[src/fgal_pkg.sv]
// Package for the glyph address lookup block: sizes, header constants,
// register indexes, shared structs and the glyph size function.
// Depends on nothing; every other file in src imports it.
`default_nettype none

package fgal_pkg;

   // Block table depth and derived widths.
   localparam int MAX_BLOCKS = 128;
   localparam int TBL_AW     = (MAX_BLOCKS > 1) ? $clog2(MAX_BLOCKS) : 1;
   localparam int CNT_W      = $clog2(MAX_BLOCKS + 1);

   // Field widths.
   localparam int CODE_W = 16;
   localparam int DIM_W  = 6;
   localparam int OFS_W  = 24;
   localparam int BC_W   = 8;
   localparam int BYTE_W = 8;
   localparam int SIZE_W = 10;
   localparam int HDR_W  = 11;

   // Font image layout.
   localparam int SB_LIMIT  = 256;
   localparam int SB_HEADER = 17;
   localparam int DB_HEADER = 18;

   // Opcodes of an input item.
   localparam logic OP_LOAD   = 1'b0;
   localparam logic OP_LOOKUP = 1'b1;

   // Configuration port.
   localparam int CSR_IDX_W  = 3;
   localparam int CSR_DATA_W = 8;

   typedef enum logic [CSR_IDX_W-1:0] {
      CSR_HALF_WIDTH  = 3'd0,
      CSR_HALF_HEIGHT = 3'd1,
      CSR_FULL_WIDTH  = 3'd2,
      CSR_FULL_HEIGHT = 3'd3,
      CSR_BLOCK_COUNT = 3'd4
   } csr_index_type;

   localparam logic [DIM_W-1:0] HALF_WIDTH_RST  = 6'd8;
   localparam logic [DIM_W-1:0] HALF_HEIGHT_RST = 6'd16;
   localparam logic [DIM_W-1:0] FULL_WIDTH_RST  = 6'd16;
   localparam logic [DIM_W-1:0] FULL_HEIGHT_RST = 6'd16;
   localparam logic [BC_W-1:0]  BLOCK_COUNT_RST = 8'd0;

   // Configuration register set as seen by the engine.
   typedef struct packed {
      logic [DIM_W-1:0] half_width;
      logic [DIM_W-1:0] half_height;
      logic [DIM_W-1:0] full_width;
      logic [DIM_W-1:0] full_height;
      logic [BC_W-1:0]  block_count;
   } cfg_type;

   // Access to the block table.
   typedef struct packed {
      logic              wr_en;
      logic [TBL_AW-1:0] wr_addr;
      logic [CODE_W-1:0] wr_start;
      logic [CODE_W-1:0] wr_end;
      logic              rd_en;
      logic [TBL_AW-1:0] rd_addr;
   } tbl_req_type;

   // Bytes in one glyph: whole bytes per row times rows.
   function automatic logic [SIZE_W-1:0] glyph_size(input logic [DIM_W-1:0] w,
                                                    input logic [DIM_W-1:0] h);
      logic [DIM_W:0] wpad;
      logic [3:0]     row_bytes;
      wpad      = {1'b0, w} + 7'd7;
      row_bytes = wpad[DIM_W:3];
      return {6'd0, row_bytes} * {4'd0, h};
   endfunction

endpackage

`default_nettype wire

[src/fgal_table.sv]
// Block table memory: one write port and one registered read port.
// Depends on fgal_pkg for the table depth and access struct.
`default_nettype none

module fgal_table
   import fgal_pkg::*;
(
   input  wire logic              clock,
   input  wire tbl_req_type       tbl_req,
   output logic [CODE_W-1:0]      rd_start,
   output logic [CODE_W-1:0]      rd_end
);

   logic [2*CODE_W-1:0] table_mem_ff [MAX_BLOCKS];
   logic [2*CODE_W-1:0] rd_data_ff;

   // Write a range on a load item.
   always_ff @(posedge clock) begin
      if (tbl_req.wr_en) begin
         table_mem_ff[tbl_req.wr_addr] <= {tbl_req.wr_start, tbl_req.wr_end};
      end
   end

   // Registered read; the data holds until the next read.
   always_ff @(posedge clock) begin
      if (tbl_req.rd_en) begin
         rd_data_ff <= table_mem_ff[tbl_req.rd_addr];
      end
   end

   assign rd_start = rd_data_ff[2*CODE_W-1:CODE_W];
   assign rd_end   = rd_data_ff[CODE_W-1:0];

endmodule

`default_nettype wire

[config.mk]
export PLATFORM = sky130hd
export DESIGN_NAME = fgal_table
export DESIGN_NICKNAME = d
export VERILOG_FILES = /design/src/fgal_pkg.sv /design/src/fgal_table.sv
export SDC_FILE = /design/constraint.sdc
export NUM_CORES = 2
export LEC_CHECK = 0
export ABC_AREA = 1
export BUFFER_PORTS_ARGS = -buffer_cell sky130_fd_sc_hd__buf_2
export CAP_MARGIN = 30
export CORE_MARGIN = 4
export CORE_UTILIZATION = 44
export CTS_CLUSTER_SIZE = 24
export DETAILED_ROUTE_END_ITERATION = 16
export GPL_ROUTABILITY_DRIVEN = 0
export HOLD_SLACK_MARGIN = 0.05
export PLACE_DENSITY = 0.58
export SLEW_MARGIN = 20
export SYNTH_ARGS = -nofsm -noshare
export SYNTH_HDL_FRONTEND = slang
export SYNTH_SLANG_ARGS = --single-unit
[constraint.sdc]
create_clock -name clock -period 2.9 [get_ports clock]
set_input_delay 0.29 -clock clock [delete_from_list [all_inputs] [get_ports clock]]
set_output_delay 0.29 -clock clock [all_outputs]
set_load 0.05 [all_outputs]
Word-level counts from Yosys, hierarchy flattened --
Memories as Yosys holds them, arrays and structs flattened. A register that Yosys moved wholly into a read port is not among the register bits. Index checks and enable logic that the tools add are counted.
Word-level totals: flip-flop bits (word level) 0, bits in writable memories 4096, input port bits 49, memories kept 1
Cells by class: multiplexer cells 2
Memories:
- table_mem_ff | words 128, width 32, read ports 1, clocked after memory_dff 1, write ports 1, line fgal_table.sv:14 | logic [2*CODE_W-1:0] table_mem_ff [MAX_BLOCKS];
Operators by type and width (number):
- $mux 1 | 2

Longest topological paths before layout --
depth after elaboration 2, gate-level depth with buffers 13, mapped depth without buffers 9

Worst setup path after synthesis --
No wires, ideal clock.
kind input to register, from in tbl_req[47] (netlist name), to mem table_mem_ff[105][0] (netlist name), enable pin, data arrival time 2.267 ns, setup slack 0.212 ns, cell stages on the path 4, cell sequence clkbuf_1 > nand2_1 > clkbuf_1 > nor2_1
Between the ends: cells in the longest elaborated chain, start to end 2
Ends and longest elaborated chain:
- from (decl) | line fgal_table.sv:9 | input wire tbl_req_type tbl_req,
- $mux 1 | line fgal_table.sv:19 | if (tbl_req.wr_en) begin
- $mux 1 (not written as such) | line fgal_table.sv:20 | table_mem_ff[tbl_req.wr_addr] <= {tbl_req.wr_start, tbl_req.wr_end};
- to (decl) | line fgal_table.sv:14
No other way between the ends.

Worst setup path after layout --
from reg rd_data_ff[1] (read register of table_mem_ff), to out rd_end[1]
RTL lines:
- from (decl) | line fgal_table.sv:15 | logic [2*CODE_W-1:0] rd_data_ff;
- to (decl) | line fgal_table.sv:11 | output logic [CODE_W-1:0] rd_end
No word-level cell between the ends.

==> flow_metrics.tcl <==
set metrics [dict create \
    reg2reg_from "table_mem_ff[95][26]$_DFFE_PP_" \
    synth-adder-area-share_pct 0 \
    max-vdd-ir-drop_mv 0.5002 \
    antenna_found_initial 41 \
    yosysUniqueCellTypes 14 \
    min_path_cells 5 \
    ff2ff_path_depth 9 \
    crit-reg2reg-capture "rd_data_ff[26]$_DFFE_PP_" \
    period_needed_ns 2.697 \
    synthSimpleGateAreaFrac_pct 22.02 \
    required_ns 2.61 \
    post_cts_buffers 0 \
    yosys_warnings 0 \
    first_global_vias 101000 \
    drc_errors 0 \
    cts_root_buf "clkbuf_16" \
    grtUsageTotal_pct 25.85 \
    p_int_mw 97.42 \
    worst_hold_path_type "primary input to flip-flop" \
    critPathKind "flip-flop to output pin" \
    num_vias 108600 \
    placedCellCount 18220 \
    clock_sinks 4128 \
    syn_avg_cell_area_um2 12.32 \
    final_cell_mix "4143 x nand2_1, 4128 x edfxtp_1, 4035 x nand3_1, 426 x buf_4, 420 x clkbuf_16" \
    crit_path_cell_trace "buf_2" \
    fmax_mhz 370.8 \
    num_rows 224 \
    grt_pass1_wl_um 725900 \
    power.leakage_nw 66.07 \
    slowest_stage "edfxtp_1" \
    setup.worst_path.start_class "flip-flop" \
    io_pins 81 \
    power_density_nw_per_um2 665.2 \
    setup_ws_ns 0.2028 \
    drive_above_1_share_pct 10.38 \
    netSwitchingFraction_pct 23.09 \
    final_common_cell "nand2_1" \
    grt_max_degree 154 \
    crit_buf_inv 1 \
    p_clk_share_pct 40.9 \
    yosysSeqAreaShare_pct 75.15 \
    io_buffers 80 \
    finalSetupViolations 0 \
    cts_tree "built" \
    rrSetupSlack_ns 0.45 \
    dp_hpwl_um 291200 \
    fin_nets 13750 \
    core_um2 372800 \
    firstDrtPassIters 5 \
    wl_per_cell_um 26.76 \
    startpoint "rd_data_ff[1]$_DFFE_PP_" \
    place_ws_ns -0.5600 \
    p_sw_mw 29.24 \
    status "completed" \
    post-route-period-util_pct 93.01 \
    syn_inst 13390 \
    slew_headroom_pct 20.27 \
    start_util_pct 44.25 \
    dieArea_um2 384800 \
    cts_buffer_depth 4 \
    rsz0062_at_grt "no" \
    postRouteAntennaNets 0 \
    drv_cap 0 \
    finClkSkew_ns 0.05651 \
    arrival_ns 2.41 \
    total_power_mw 126.7 \
    syn_area_um2 165000 \
    synth_top_family_by_area "simple AND/OR/NAND/NOR gates" \
    post_cts_resize_count 0 \
    htreeDepth 5 \
    fillers 31780 \
    path_max_fanout 7 \
    final_cells 19050 \
    endpoint_kind "output pin" \
    cts.clk_slew.worst_paths_ns 0.06 \
    slew_viol_final 0 \
    synthMuxAreaShare_pct 0 \
    crit_end "rd_end[1]" \
    critPathTopFamily "flip-flops" \
    fp.dieW_um 620.3 \
    synth-compound-area-share_pct 0 \
    finalHoldViolCount 0 \
    combPwrFrac_pct 6.9 \
    cts_buffers 414 \
    cp.depth 1 \
    seqPwrFrac_pct 52.2 \
    viasPerCell 5.700 \
    ys_ff_latch 4128 \
    drt_iter0_markers 14250 \
    critPathMaxStageDelay_ns 0.99 \
    tightest_slew_ns 1.196 \
    grt_overflow 0 \
    totalWireLength_um 509600 \
    syn_nets 13440 \
    syn2layout_area_growth_pct 15.44 \
    synthXorXnorAreaFrac_pct 0 \
    die_h_um 620.3 \
    worstSkewPairLatency_ns 0.99 \
]
routing by layer:
layer | share of wire (%) | global-route usage (%)
met5 | 0.018 | 0
met4 | 3.8 | 9.234
met3 | 9.8 | 4.874
met2 | 45 | 39.61
met1 | 41 | 37.01
synth_stat cells:
cell type / number / share of area, %
buf_2: 602 / 1.8
edfxtp_1: 4128 / 75
inv_2: 2 / 0.0046
nand3_1: 4035 / 12
buf_6: 11 / 0.075
buf_8: 1 / 0.0091
buf_4: 86 / 0.39
inv_4: 2 / 0.0076
nand2_1: 4151 / 9.4
inv_1: 20 / 0.046
clkbuf_1: 109 / 0.25
nor2_1: 134 / 0.30
nor3_1: 8 / 0.024
buf_1: 100 / 0.23
cell families after synthesis:
group,Yosys count
flip-flops,4128
AND/OR/NAND/NOR,8328
buffers and inverters,933
cell type report:
class                           count  area [µm²]  area share, %
Clock buffer                      523       10900          5.723
Tap cell                         4972        6221          3.267
Inverter                           24       142.6        0.07491
Antenna cell                       25       62.56        0.03285
Multi-Input combinational cell   8328       37300          19.59
Sequential cell                  4128      124000          65.10
Timing Repair Buffer              803        9754          5.123
Clock inverter                    244        2082          1.093
registers in the layout (all words and copies together) (netlist names):
name / count
rd_data_ff: 32
table_mem_ff: 4096
power by group through the flow:
stage,Sequential (mW),Combinational [mW],Clock [mW]
2_1_floorplan,67.4,3.96,0
3_3_place_gp,67.4,8.54,0
3_5_place_dp,67.4,8.61,0
4_1_cts,66.1,8.68,52.4
5_1_grt,66.1,9.31,54.9
6_report,66.1,8.75,51.8
worst min-delay path by stage:
stage,startpoint,endpoint,slack [ns]
CTS,tbl_req[46],table_mem_ff[63][8]$_DFFE_PP_,0.08
floorplan,tbl_req[8],table_mem_ff[0][0]$_DFFE_PP_,0.39
finish,tbl_req[46],table_mem_ff[63][8]$_DFFE_PP_,0.13
global placement,tbl_req[13],table_mem_ff[57][5]$_DFFE_PP_,0.61
detailed placement,tbl_req[13],table_mem_ff[57][5]$_DFFE_PP_,0.62
global route,tbl_req[42],table_mem_ff[107][10]$_DFFE_PP_,0.14
per-stage QoR:
| step | area (µm²) | utilization (%) | TNS, ns | hold slack (ns) |
|---|---|---|---|---|
| floorplan | 165000 | - | 0 | 0.3889 |
| global placement | 177000 | 47.48 | -2.427 | 0.6115 |
| detailed placement | 177000 | 47.49 | -1.992 | 0.6154 |
| CTS | 190400 | 51.07 | 0 | 0.08246 |
| global route | 190400 | 51.08 | 0 | 0.1411 |
| finish | 190400 | 51.08 | 0 | 0.1280 |
repair_timing:
item / 4_1_cts / 5_1_grt
hold buffers: 35 / 0
hold endpoints to repair: 2043 / 0
endpoints found under the setup margin: 0 / 0
Power figures use the tool's default switching activity.
