<file path="src/fgal_pkg.sv">
// Package for the glyph address lookup block: sizes, header constants,
// register indexes, shared structs and the glyph size function.
// Depends on nothing; every other file in src imports it.
`default_nettype none

package fgal_pkg;

   // Block table depth and derived widths.
   localparam int MAX_BLOCKS = 128;
   localparam int TBL_AW     = (MAX_BLOCKS > 1) ? $clog2(MAX_BLOCKS) : 1;
   localparam int CNT_W      = $clog2(MAX_BLOCKS + 1);

   // Field widths.
   localparam int CODE_W = 16;
   localparam int DIM_W  = 6;
   localparam int OFS_W  = 24;
   localparam int BC_W   = 8;
   localparam int BYTE_W = 8;
   localparam int SIZE_W = 10;
   localparam int HDR_W  = 11;

   // Font image layout.
   localparam int SB_LIMIT  = 256;
   localparam int SB_HEADER = 17;
   localparam int DB_HEADER = 18;

   // Opcodes of an input item.
   localparam logic OP_LOAD   = 1'b0;
   localparam logic OP_LOOKUP = 1'b1;

   // Configuration port.
   localparam int CSR_IDX_W  = 3;
   localparam int CSR_DATA_W = 8;

   typedef enum logic [CSR_IDX_W-1:0] {
      CSR_HALF_WIDTH  = 3'd0,
      CSR_HALF_HEIGHT = 3'd1,
      CSR_FULL_WIDTH  = 3'd2,
      CSR_FULL_HEIGHT = 3'd3,
      CSR_BLOCK_COUNT = 3'd4
   } csr_index_type;

   localparam logic [DIM_W-1:0] HALF_WIDTH_RST  = 6'd8;
   localparam logic [DIM_W-1:0] HALF_HEIGHT_RST = 6'd16;
   localparam logic [DIM_W-1:0] FULL_WIDTH_RST  = 6'd16;
   localparam logic [DIM_W-1:0] FULL_HEIGHT_RST = 6'd16;
   localparam logic [BC_W-1:0]  BLOCK_COUNT_RST = 8'd0;

   // Configuration register set as seen by the engine.
   typedef struct packed {
      logic [DIM_W-1:0] half_width;
      logic [DIM_W-1:0] half_height;
      logic [DIM_W-1:0] full_width;
      logic [DIM_W-1:0] full_height;
      logic [BC_W-1:0]  block_count;
   } cfg_type;

   // Access to the block table.
   typedef struct packed {
      logic              wr_en;
      logic [TBL_AW-1:0] wr_addr;
      logic [CODE_W-1:0] wr_start;
      logic [CODE_W-1:0] wr_end;
      logic              rd_en;
      logic [TBL_AW-1:0] rd_addr;
   } tbl_req_type;

   // Bytes in one glyph: whole bytes per row times rows.
   function automatic logic [SIZE_W-1:0] glyph_size(input logic [DIM_W-1:0] w,
                                                    input logic [DIM_W-1:0] h);
      logic [DIM_W:0] wpad;
      logic [3:0]     row_bytes;
      wpad      = {1'b0, w} + 7'd7;
      row_bytes = wpad[DIM_W:3];
      return {6'd0, row_bytes} * {4'd0, h};
   endfunction

endpackage

`default_nettype wire

</file>
<file path="src/fgal_engine.sv">
// Lookup sequencer: walks the block table one entry a cycle for double-byte
// codes, runs the shared multiplier and header add, and holds the result.
// Depends on fgal_pkg; drives the fgal_table access struct.
`default_nettype none

module fgal_engine
   import fgal_pkg::*;
(
   input  wire logic              clock,
   input  wire logic              reset,
   input  wire cfg_type           cfg,
   input  wire logic              req_valid,
   output logic                   req_ready,
   input  wire logic              req_opcode,
   input  wire logic [6:0]        req_entry_index,
   input  wire logic [CODE_W-1:0] req_range_start,
   input  wire logic [CODE_W-1:0] req_range_end,
   input  wire logic [CODE_W-1:0] req_char_code,
   output tbl_req_type            tbl_req,
   input  wire logic [CODE_W-1:0] tbl_start,
   input  wire logic [CODE_W-1:0] tbl_end,
   output logic                   rsp_valid,
   input  wire logic              rsp_ready,
   output logic                   rsp_found,
   output logic                   rsp_double_byte,
   output logic [OFS_W-1:0]       rsp_byte_offset,
   output logic [DIM_W-1:0]       rsp_glyph_width,
   output logic [DIM_W-1:0]       rsp_glyph_height,
   output logic [BYTE_W-1:0]      rsp_glyph_bytes
);

   typedef enum logic [4:0] {
      ST_IDLE = 5'b00001,
      ST_WALK = 5'b00010,
      ST_MUL  = 5'b00100,
      ST_ADD  = 5'b01000,
      ST_DONE = 5'b10000
   } state_type;

   state_type state_ff, state_in;

   logic              rsp_valid_ff, rsp_valid_in;
   logic              pend_ff, pend_in;
   logic [CNT_W-1:0]  cnt_ff, cnt_in;
   logic [CNT_W-1:0]  walk_ff, walk_in;

   logic [CODE_W-1:0] code_ff, code_in;
   logic [SIZE_W-1:0] size_ff, size_in;
   logic [DIM_W-1:0]  w_ff, w_in;
   logic [DIM_W-1:0]  h_ff, h_in;
   logic              dbl_ff, dbl_in;
   logic              found_ff, found_in;
   logic [HDR_W-1:0]  hdr_ff, hdr_in;
   logic [OFS_W-1:0]  idx_ff, idx_in;
   logic [OFS_W-1:0]  sum_ff, sum_in;
   logic [OFS_W-1:0]  prod_ff, prod_in;
   logic [OFS_W-1:0]  ofs_ff, ofs_in;

   logic                 rsp_found_ff, rsp_found_in;
   logic                 rsp_dbl_ff, rsp_dbl_in;
   logic [OFS_W-1:0]     rsp_ofs_ff, rsp_ofs_in;
   logic [DIM_W-1:0]     rsp_w_ff, rsp_w_in;
   logic [DIM_W-1:0]     rsp_h_ff, rsp_h_in;
   logic [BYTE_W-1:0]    rsp_bytes_ff, rsp_bytes_in;

   logic                 accept;
   logic                 hit;
   logic                 remaining;
   logic [OFS_W+SIZE_W-1:0] mul_full;
   logic [SIZE_W-1:0]    half_size;
   logic [SIZE_W-1:0]    full_size;

   assign req_ready = (state_ff == ST_IDLE);
   assign accept    = req_valid && req_ready;
   assign half_size = glyph_size(cfg.half_width, cfg.half_height);
   assign full_size = glyph_size(cfg.full_width, cfg.full_height);

   // Compare the entry read last cycle against the code.
   assign hit       = pend_ff && (code_ff >= tbl_start) && (code_ff <= tbl_end);
   assign remaining = (cnt_ff != walk_ff);

   // Shared multiplier: glyph index times glyph size, kept modulo 2^24.
   assign mul_full = {{SIZE_W{1'b0}}, idx_ff} * {{OFS_W{1'b0}}, size_ff};

   // Table access: loads write in the idle state, the walk reads.
   always_comb begin
      tbl_req          = '0;
      tbl_req.wr_en    = accept && (req_opcode == OP_LOAD)
                         && (32'(req_entry_index) < MAX_BLOCKS);
      tbl_req.wr_addr  = TBL_AW'(req_entry_index);
      tbl_req.wr_start = req_range_start;
      tbl_req.wr_end   = req_range_end;
      tbl_req.rd_en    = (state_ff == ST_WALK) && !hit && remaining;
      tbl_req.rd_addr  = cnt_ff[TBL_AW-1:0];
   end

   // Sequencer and datapath next values.
   always_comb begin
      state_in     = state_ff;
      rsp_valid_in = rsp_valid_ff;
      pend_in      = pend_ff;
      cnt_in       = cnt_ff;
      walk_in      = walk_ff;
      code_in      = code_ff;
      size_in      = size_ff;
      w_in         = w_ff;
      h_in         = h_ff;
      dbl_in       = dbl_ff;
      found_in     = found_ff;
      hdr_in       = hdr_ff;
      idx_in       = idx_ff;
      sum_in       = sum_ff;
      prod_in      = prod_ff;
      ofs_in       = ofs_ff;
      rsp_found_in = rsp_found_ff;
      rsp_dbl_in   = rsp_dbl_ff;
      rsp_ofs_in   = rsp_ofs_ff;
      rsp_w_in     = rsp_w_ff;
      rsp_h_in     = rsp_h_ff;
      rsp_bytes_in = rsp_bytes_ff;

      if (rsp_valid_ff && rsp_ready) begin
         rsp_valid_in = 1'b0;
      end

      unique case (state_ff)
         ST_IDLE: begin
            if (accept && (req_opcode == OP_LOOKUP)) begin
               code_in  = req_char_code;
               found_in = 1'b1;
               if (req_char_code < CODE_W'(SB_LIMIT)) begin
                  // Single-byte font: no walk needed.
                  size_in  = half_size;
                  w_in     = cfg.half_width;
                  h_in     = cfg.half_height;
                  dbl_in   = 1'b0;
                  hdr_in   = HDR_W'(SB_HEADER);
                  idx_in   = OFS_W'(req_char_code);
                  state_in = ST_MUL;
               end else begin
                  size_in  = full_size;
                  w_in     = cfg.full_width;
                  h_in     = cfg.full_height;
                  dbl_in   = 1'b1;
                  hdr_in   = HDR_W'(DB_HEADER) + HDR_W'({cfg.block_count, 2'b00});
                  sum_in   = '0;
                  cnt_in   = '0;
                  pend_in  = 1'b0;
                  if (32'(cfg.block_count) > MAX_BLOCKS) begin
                     walk_in = CNT_W'(MAX_BLOCKS);
                  end else begin
                     walk_in = CNT_W'(cfg.block_count);
                  end
                  state_in = ST_WALK;
               end
            end
         end
         ST_WALK: begin
            if (hit) begin
               idx_in   = sum_ff + OFS_W'(code_ff) - OFS_W'(tbl_start);
               pend_in  = 1'b0;
               state_in = ST_MUL;
            end else begin
               // Earlier ranges add their length, wrapping like the offset.
               if (pend_ff) begin
                  sum_in = sum_ff + OFS_W'(tbl_end) - OFS_W'(tbl_start) + OFS_W'(1);
               end
               pend_in = remaining;
               if (remaining) begin
                  cnt_in = cnt_ff + CNT_W'(1);
               end
               if (!pend_ff && !remaining) begin
                  found_in = 1'b0;
                  ofs_in   = '0;
                  state_in = ST_DONE;
               end
            end
         end
         ST_MUL: begin
            prod_in  = mul_full[OFS_W-1:0];
            state_in = ST_ADD;
         end
         ST_ADD: begin
            ofs_in   = prod_ff + OFS_W'(hdr_ff);
            state_in = ST_DONE;
         end
         ST_DONE: begin
            // Wait for the output register to be free.
            if (!rsp_valid_ff || rsp_ready) begin
               rsp_valid_in = 1'b1;
               rsp_found_in = found_ff;
               rsp_dbl_in   = dbl_ff;
               rsp_ofs_in   = ofs_ff;
               rsp_w_in     = w_ff;
               rsp_h_in     = h_ff;
               rsp_bytes_in = (size_ff > SIZE_W'(255)) ? 8'hFF : size_ff[BYTE_W-1:0];
               state_in     = ST_IDLE;
            end
         end
         default: begin
            state_in = ST_IDLE;
         end
      endcase
   end

   // Control state.
   always_ff @(posedge clock) begin
      if (reset) begin
         state_ff     <= ST_IDLE;
         rsp_valid_ff <= 1'b0;
         pend_ff      <= 1'b0;
         cnt_ff       <= '0;
         walk_ff      <= '0;
      end else begin
         state_ff     <= state_in;
         rsp_valid_ff <= rsp_valid_in;
         pend_ff      <= pend_in;
         cnt_ff       <= cnt_in;
         walk_ff      <= walk_in;
      end
   end

   // Payload registers.
   always_ff @(posedge clock) begin
      code_ff      <= code_in;
      size_ff      <= size_in;
      w_ff         <= w_in;
      h_ff         <= h_in;
      dbl_ff       <= dbl_in;
      found_ff     <= found_in;
      hdr_ff       <= hdr_in;
      idx_ff       <= idx_in;
      sum_ff       <= sum_in;
      prod_ff      <= prod_in;
      ofs_ff       <= ofs_in;
      rsp_found_ff <= rsp_found_in;
      rsp_dbl_ff   <= rsp_dbl_in;
      rsp_ofs_ff   <= rsp_ofs_in;
      rsp_w_ff     <= rsp_w_in;
      rsp_h_ff     <= rsp_h_in;
      rsp_bytes_ff <= rsp_bytes_in;
   end

   assign rsp_valid        = rsp_valid_ff;
   assign rsp_found        = rsp_found_ff;
   assign rsp_double_byte  = rsp_dbl_ff;
   assign rsp_byte_offset  = rsp_ofs_ff;
   assign rsp_glyph_width  = rsp_w_ff;
   assign rsp_glyph_height = rsp_h_ff;
   assign rsp_glyph_bytes  = rsp_bytes_ff;

endmodule

`default_nettype wire
</file>
<file path="config.mk">
export PLATFORM = sky130hd
export DESIGN_NAME = fgal_engine
export DESIGN_NICKNAME = d
export VERILOG_FILES = /design/src/fgal_pkg.sv /design/src/fgal_engine.sv
export SDC_FILE = /design/constraint.sdc
export NUM_CORES = 1
export LEC_CHECK = 0
export BUFFER_PORTS_ARGS = -buffer_cell sky130_fd_sc_hd__buf_2
export CORE_MARGIN = 5
export CORE_UTILIZATION = 61
export DETAILED_ROUTE_END_ITERATION = 12
export PLACE_DENSITY = 0.83
export REMOVE_ABC_BUFFERS = 1
export SYNTH_ARGS = -nofsm -noshare
export SYNTH_HDL_FRONTEND = slang
export SYNTH_SLANG_ARGS = --single-unit
</file>
<file path="constraint.sdc">
create_clock -name clock -period 7.45 [get_ports clock]
set_input_delay 1.49 -clock clock [delete_from_list [all_inputs] [get_ports clock]]
set_output_delay 1.49 -clock clock [all_outputs]
set_load 0.03 [all_outputs]
</file>
# After elaboration in Yosys (flattened, before gate mapping)
# Cells that the tools add are included.
# word_totals
word_cells	123
out_inout_bits	96
in_bits	124
reg_bits	216
# op_classes
n_eq_ne	16
reduce_logical	26
n_bitwise	2
mul	3
n_mux	39
n_addsub	10
order_cmp	5
# ops
cell	n
$mux 24	9
$pmux 24 s2	3
$add 24x16->24	2
$sub 24x16->24	2
$mux 8	5
$pmux 5 s5	1
$add 24x1->24 const B	1
$add 24x11->24	1
$mul 24x10->24	1
$mul 4x6->10	2
$mux 5	4
$ge 16x16->1	1
$le 16x16->1	1
$lt 16x9->1 const B	1
$pmux 8 s2	1
$add 6x3->7 const B	2
$mux 6	2
$ne 2x2->1 const B	6
$reduce_and 3->1	4
$add 5x10->11 const A	1
$gt 10x8->1 const B	1
$mux 1	10
$mux 10	1
$reduce_and 5->1	2
19 further kinds	37

# Longest topological paths before layout
# logic_depth
word_depth	6
depth_mapped	22
ltp_nobuf	21

# Worst setup path after synthesis
# Ideal clock, no wire load.
# synth_timing
path_type	register to register
startpoint	reg size_ff[5]
endpoint	reg prod_ff[23] (data pin)
setup_ns	0.260
period_less_slack_ns	5.812
arrival_time_ns	5.552
required_ns	7.190
path_buffers	2
slack_ns	1.638
path_stages_with_launch	21
path_cell_list	edfxtp_1 -> clkbuf_1 -> clkbuf_1 -> and2_1 -> fa_1 -> fa_1 -> fa_1 -> fa_1 -> inv_1 -> fa_1 -> inv_1 -> ha_1 -> and2_4 -> a221o_1 -> a221o_1 -> a222oi_1 -> o21a_1 -> a211oi_1 -> a21o_1 -> a21oi_2 -> xnor2_1
# synth_between
elab_chain_cells	1
# synth_rtl
element	line_no	source
start, declared	fgal_engine.sv:48	logic [SIZE_W-1:0] size_ff, size_in;
start signal, assigned	fgal_engine.sv:226	size_ff <= size_in;
$mul 24x10->24	fgal_engine.sv:83	assign mul_full = {{SIZE_W{1'b0}}, idx_ff} * {{OFS_W{1'b0}}, size_ff};
via mul_full[23]	fgal_engine.sv:69	logic [OFS_W+SIZE_W-1:0] mul_full;
end signal, assigned	fgal_engine.sv:234	prod_ff <= prod_in;
end, declared	fgal_engine.sv:56	logic [OFS_W-1:0] prod_ff, prod_in;
# The timed path passes the listed nets, and every way through them passes these cells.
# A chain may end at the register's enable or synchronous reset.

# Final worst setup path
# layout_timing
startpoint	reg size_ff[3]
endpoint	reg prod_ff[23] (data pin)
# The elaborated chain is that of the path after synthesis.

==> flow_summary.ini <==
[clock_tree]
insertion_delay_ps = 530
post_cts_resized = 0
cts.sinks = 216
root_buffer = clkbuf_16
hold_buffers = 0
cts_made_buffers = 25
htreeDepth = 1
path_clk_slew_ps = 60
post-cts-setup-buffer-count = 0
cts.path.max_buffers = 3
cts_tree = built

[worst_setup_path]
start_kind = flip-flop
cp_top_family = adder cells
r2r-end = prod_ff[23]
slowest_delay_ps = 910
rrSetupSlack_ps = 1070
crit_chain = nand2_1, fa_1, inv_1, fa_1, fa_1, fa_1, inv_1, fa_1, inv_1, ha_1, and2_4, a221o_1, a221o_1, a222oi_1, o21a_1, a211oi_1, a21o_1, a21oi_2, xnor2_1
cp.arrival_ps = 6630
path_common_cell = fa_1
crit_fanout = 22
crit_path_end_kind = flip-flop
cp.required_ps = 7700
critical_path_class = reg2reg
reg2reg_from = size_ff[3]
worst-path-buf-inv = 3
crit_slowest_cell = edfxtp_1
r2r.worst_path.cells = 19

[die]
die_x_um = 189
floorplan.core_area_mm2 = 0.0316
fp.dieH_um = 189
die_area_mm2 = 0.0358
placementRows = 65
io_pins = 220
initial_core_util_pct = 61.9

[synthesis]
ys_types = 69
ys_seq_elements = 216
synth_ff_type = edfxtp_1
ys.warnings.count = 0
synth_area_mm2 = 0.0196
avgSynthCellArea_um2 = 9.68
ys_seq_area_share_pct = 32.0
async_flop_share_pct = 0
synth-edff-count = 193
postSynthCellCount = 2022

[placement]
numPortBuffers = 141
hpwl_mm = 36.1
gp_congestion = 0.905
dpl_cell_area_mm2 = 0.0203

[outcome]
outcome = finished clean

[drt]
drt_iter0_markers = 801
routed_wl_mm = 45.0
avgRoutedWirePerCell_um = 17.9
vias_per_cell = 5.60
vias = 14100
ant_nets = 0
drt_pre_antenna_iters = 5
drcViolationCount = 0

[min_path]
hold_start = ofs_ff[6]
hold-path-endpoint = rsp_byte_offset[6]
whs_path_depth = 0
hold_class = reg2reg

[grt]
antenna_found_initial = 0
grt_max_degree = 59
grt_pass1_wl_mm = 73.4
grt_util_all_layers_pct = 25.2
first_global_vias = 14700
overflow = 0

[power_and_ir_drop]
power-per-cell-area_mw_per_mm2 = 480
power_leakage_nw = 9.81
vdd_drop_max_v = 0.000566

[sta]
grt_setup_unrepaired = no
tns_ps = 0
slew_viol_final = 0
hold_viol = 0
post-route-min-period_ps = 6380
relSlewSlack_pct = 26.4
setup_viol = 0
fin_skew_ps = 11.9
fin_crit_sh_pct = 85.7
whs_ps = 417
worstMarginPinSlew_ps = 1100
max_freq_mhz = 157

[finish]
fin_nets = 2561
areaGrowthSynthToFinish_pct = 7.67
fillCellCount = 2390
n_antenna_cell = 0
stdcell_area_mm2 = 0.0211
drive_gt1_share_pct = 9.96

[flow_run]
drv_cap = 0
-- through the flow --
stage | setup WS (ps) | total power (W) | util (%) | instances
2_1_floorplan | 1720 | 0.00745 | - | 1920
3_3_place_gp | 1220 | 0.00864 | 64.3 | 2474
3_5_place_dp | 1060 | 0.00902 | 64.3 | 2474
4_1_cts | 1080 | 0.0102 | 66.6 | 2520
5_1_grt | 843 | 0.0112 | 66.6 | 2520
6_report | 1070 | 0.0101 | 66.6 | 2520
-- how the worst max path moves through the flow --
stage	cells past startpoint	to	startpoint	slack, ps
floorplan	19	prod_ff[23]	size_ff[1]	1720
finish	19	prod_ff[23]	size_ff[3]	1070
global route	19	prod_ff[23]	size_ff[3]	840
CTS	19	prod_ff[23]	size_ff[3]	1080
global placement	19	prod_ff[23]	size_ff[3]	1220
detailed placement	19	prod_ff[23]	size_ff[3]	1060
-- flip-flops by register name (all words and copies together), names as in the netlist, 10 cells and up --
name,cells
sum_ff,24
idx_ff,24
hdr_ff,11
prod_ff,24
code_ff,16
size_ff,10
rsp_byte_offset,24
ofs_ff,24
-- metal layers --
metal	global-route usage, %	vias up	part of all wire [%]
met3	5.64	91	6.8
met5	0.824	-	0.078
met1	32.2	6868	40
li1	-	6691	-
met2	43.4	469	50
met4	7.34	2	3.3
-- cell usage after synthesis (3+ instances only) --
cell type	instances	share of area, %
or2_2	6	0.19
nor3_1	34	0.87
fa_1	183	19
clkbuf_1	50	0.96
nor2b_1	16	0.51
and2_1	138	4.4
a211oi_1	13	0.50
dfxtp_1	23	2.4
nand3_1	29	0.74
nand3b_1	6	0.23
or3_1	14	0.45
buf_4	46	1.8
a21oi_1	87	2.2
xnor2_1	69	3.1
ha_1	155	9.9
o21ai_0	61	1.6
nor4_1	7	0.22
nor2_1	103	2.0
buf_1	5	0.096
mux2_2	3	0.17
o211ai_1	3	0.12
a21o_1	30	1.2
inv_1	317	6.1
a221o_1	3	0.15
nand2_1	258	4.9
o21a_1	9	0.35
mux2i_1	8	0.41
nand4_1	6	0.19
a22o_1	6	0.27
a31oi_1	3	0.096
o21bai_1	9	0.35
xor2_1	44	2.0
nand2b_1	20	0.64
edfxtp_1	193	30
o31ai_1	6	0.23
nor3b_1	7	0.27
and3_1	10	0.32
-- logic make-up after synthesis --
| group | after synthesis | share of synthesized area, % |
|---|---|---|
| AO/OA/AOI/OAI | 259 | 8.38 |
| AND/OR/NAND/NOR | 665 | 16.5 |
| XOR/XNOR | 113 | 5.06 |
| flip-flops | 216 | 32.0 |
| multiplexers | 11 | 0.582 |
| adder cells (fa/ha/maj) | 338 | 28.6 |
| buffers and inverters | 420 | 8.94 |
-- report_power, final --
group | internal, W | switching, W
Sequential | 0.00181 | 0.000129
Combinational | 0.00311 | 0.00397
Clock | 0.000620 | 0.000489
-- final cells by class --
cell class / instances / area [µm²] / share of cell area (%)
inverters: 318 / 1190 / 5.66
repair buffers: 152 / 788 / 3.74
clock inverters: 16 / 92.6 / 0.439
multi-input cells: 1386 / 11600 / 55.0
clock buffers: 30 / 644 / 3.06
well taps: 402 / 503 / 2.39
flip-flops and latches: 216 / 6260 / 29.7
-- cells in the final DEF, fill, tap and decap left out, types with 61 or more instances in the layout --
cell type | synthesis | routed
a21oi_1 | 87 | 87
and2_1 | 138 | 138
buf_2 | 1 | 141
edfxtp_1 | 193 | 193
fa_1 | 183 | 183
ha_1 | 155 | 155
inv_1 | 317 | 315
nand2_1 | 258 | 258
nor2_1 | 103 | 102
o21ai_0 | 61 | 61
xnor2_1 | 69 | 69
Note: power is estimated with default switching activity, not from simulation.
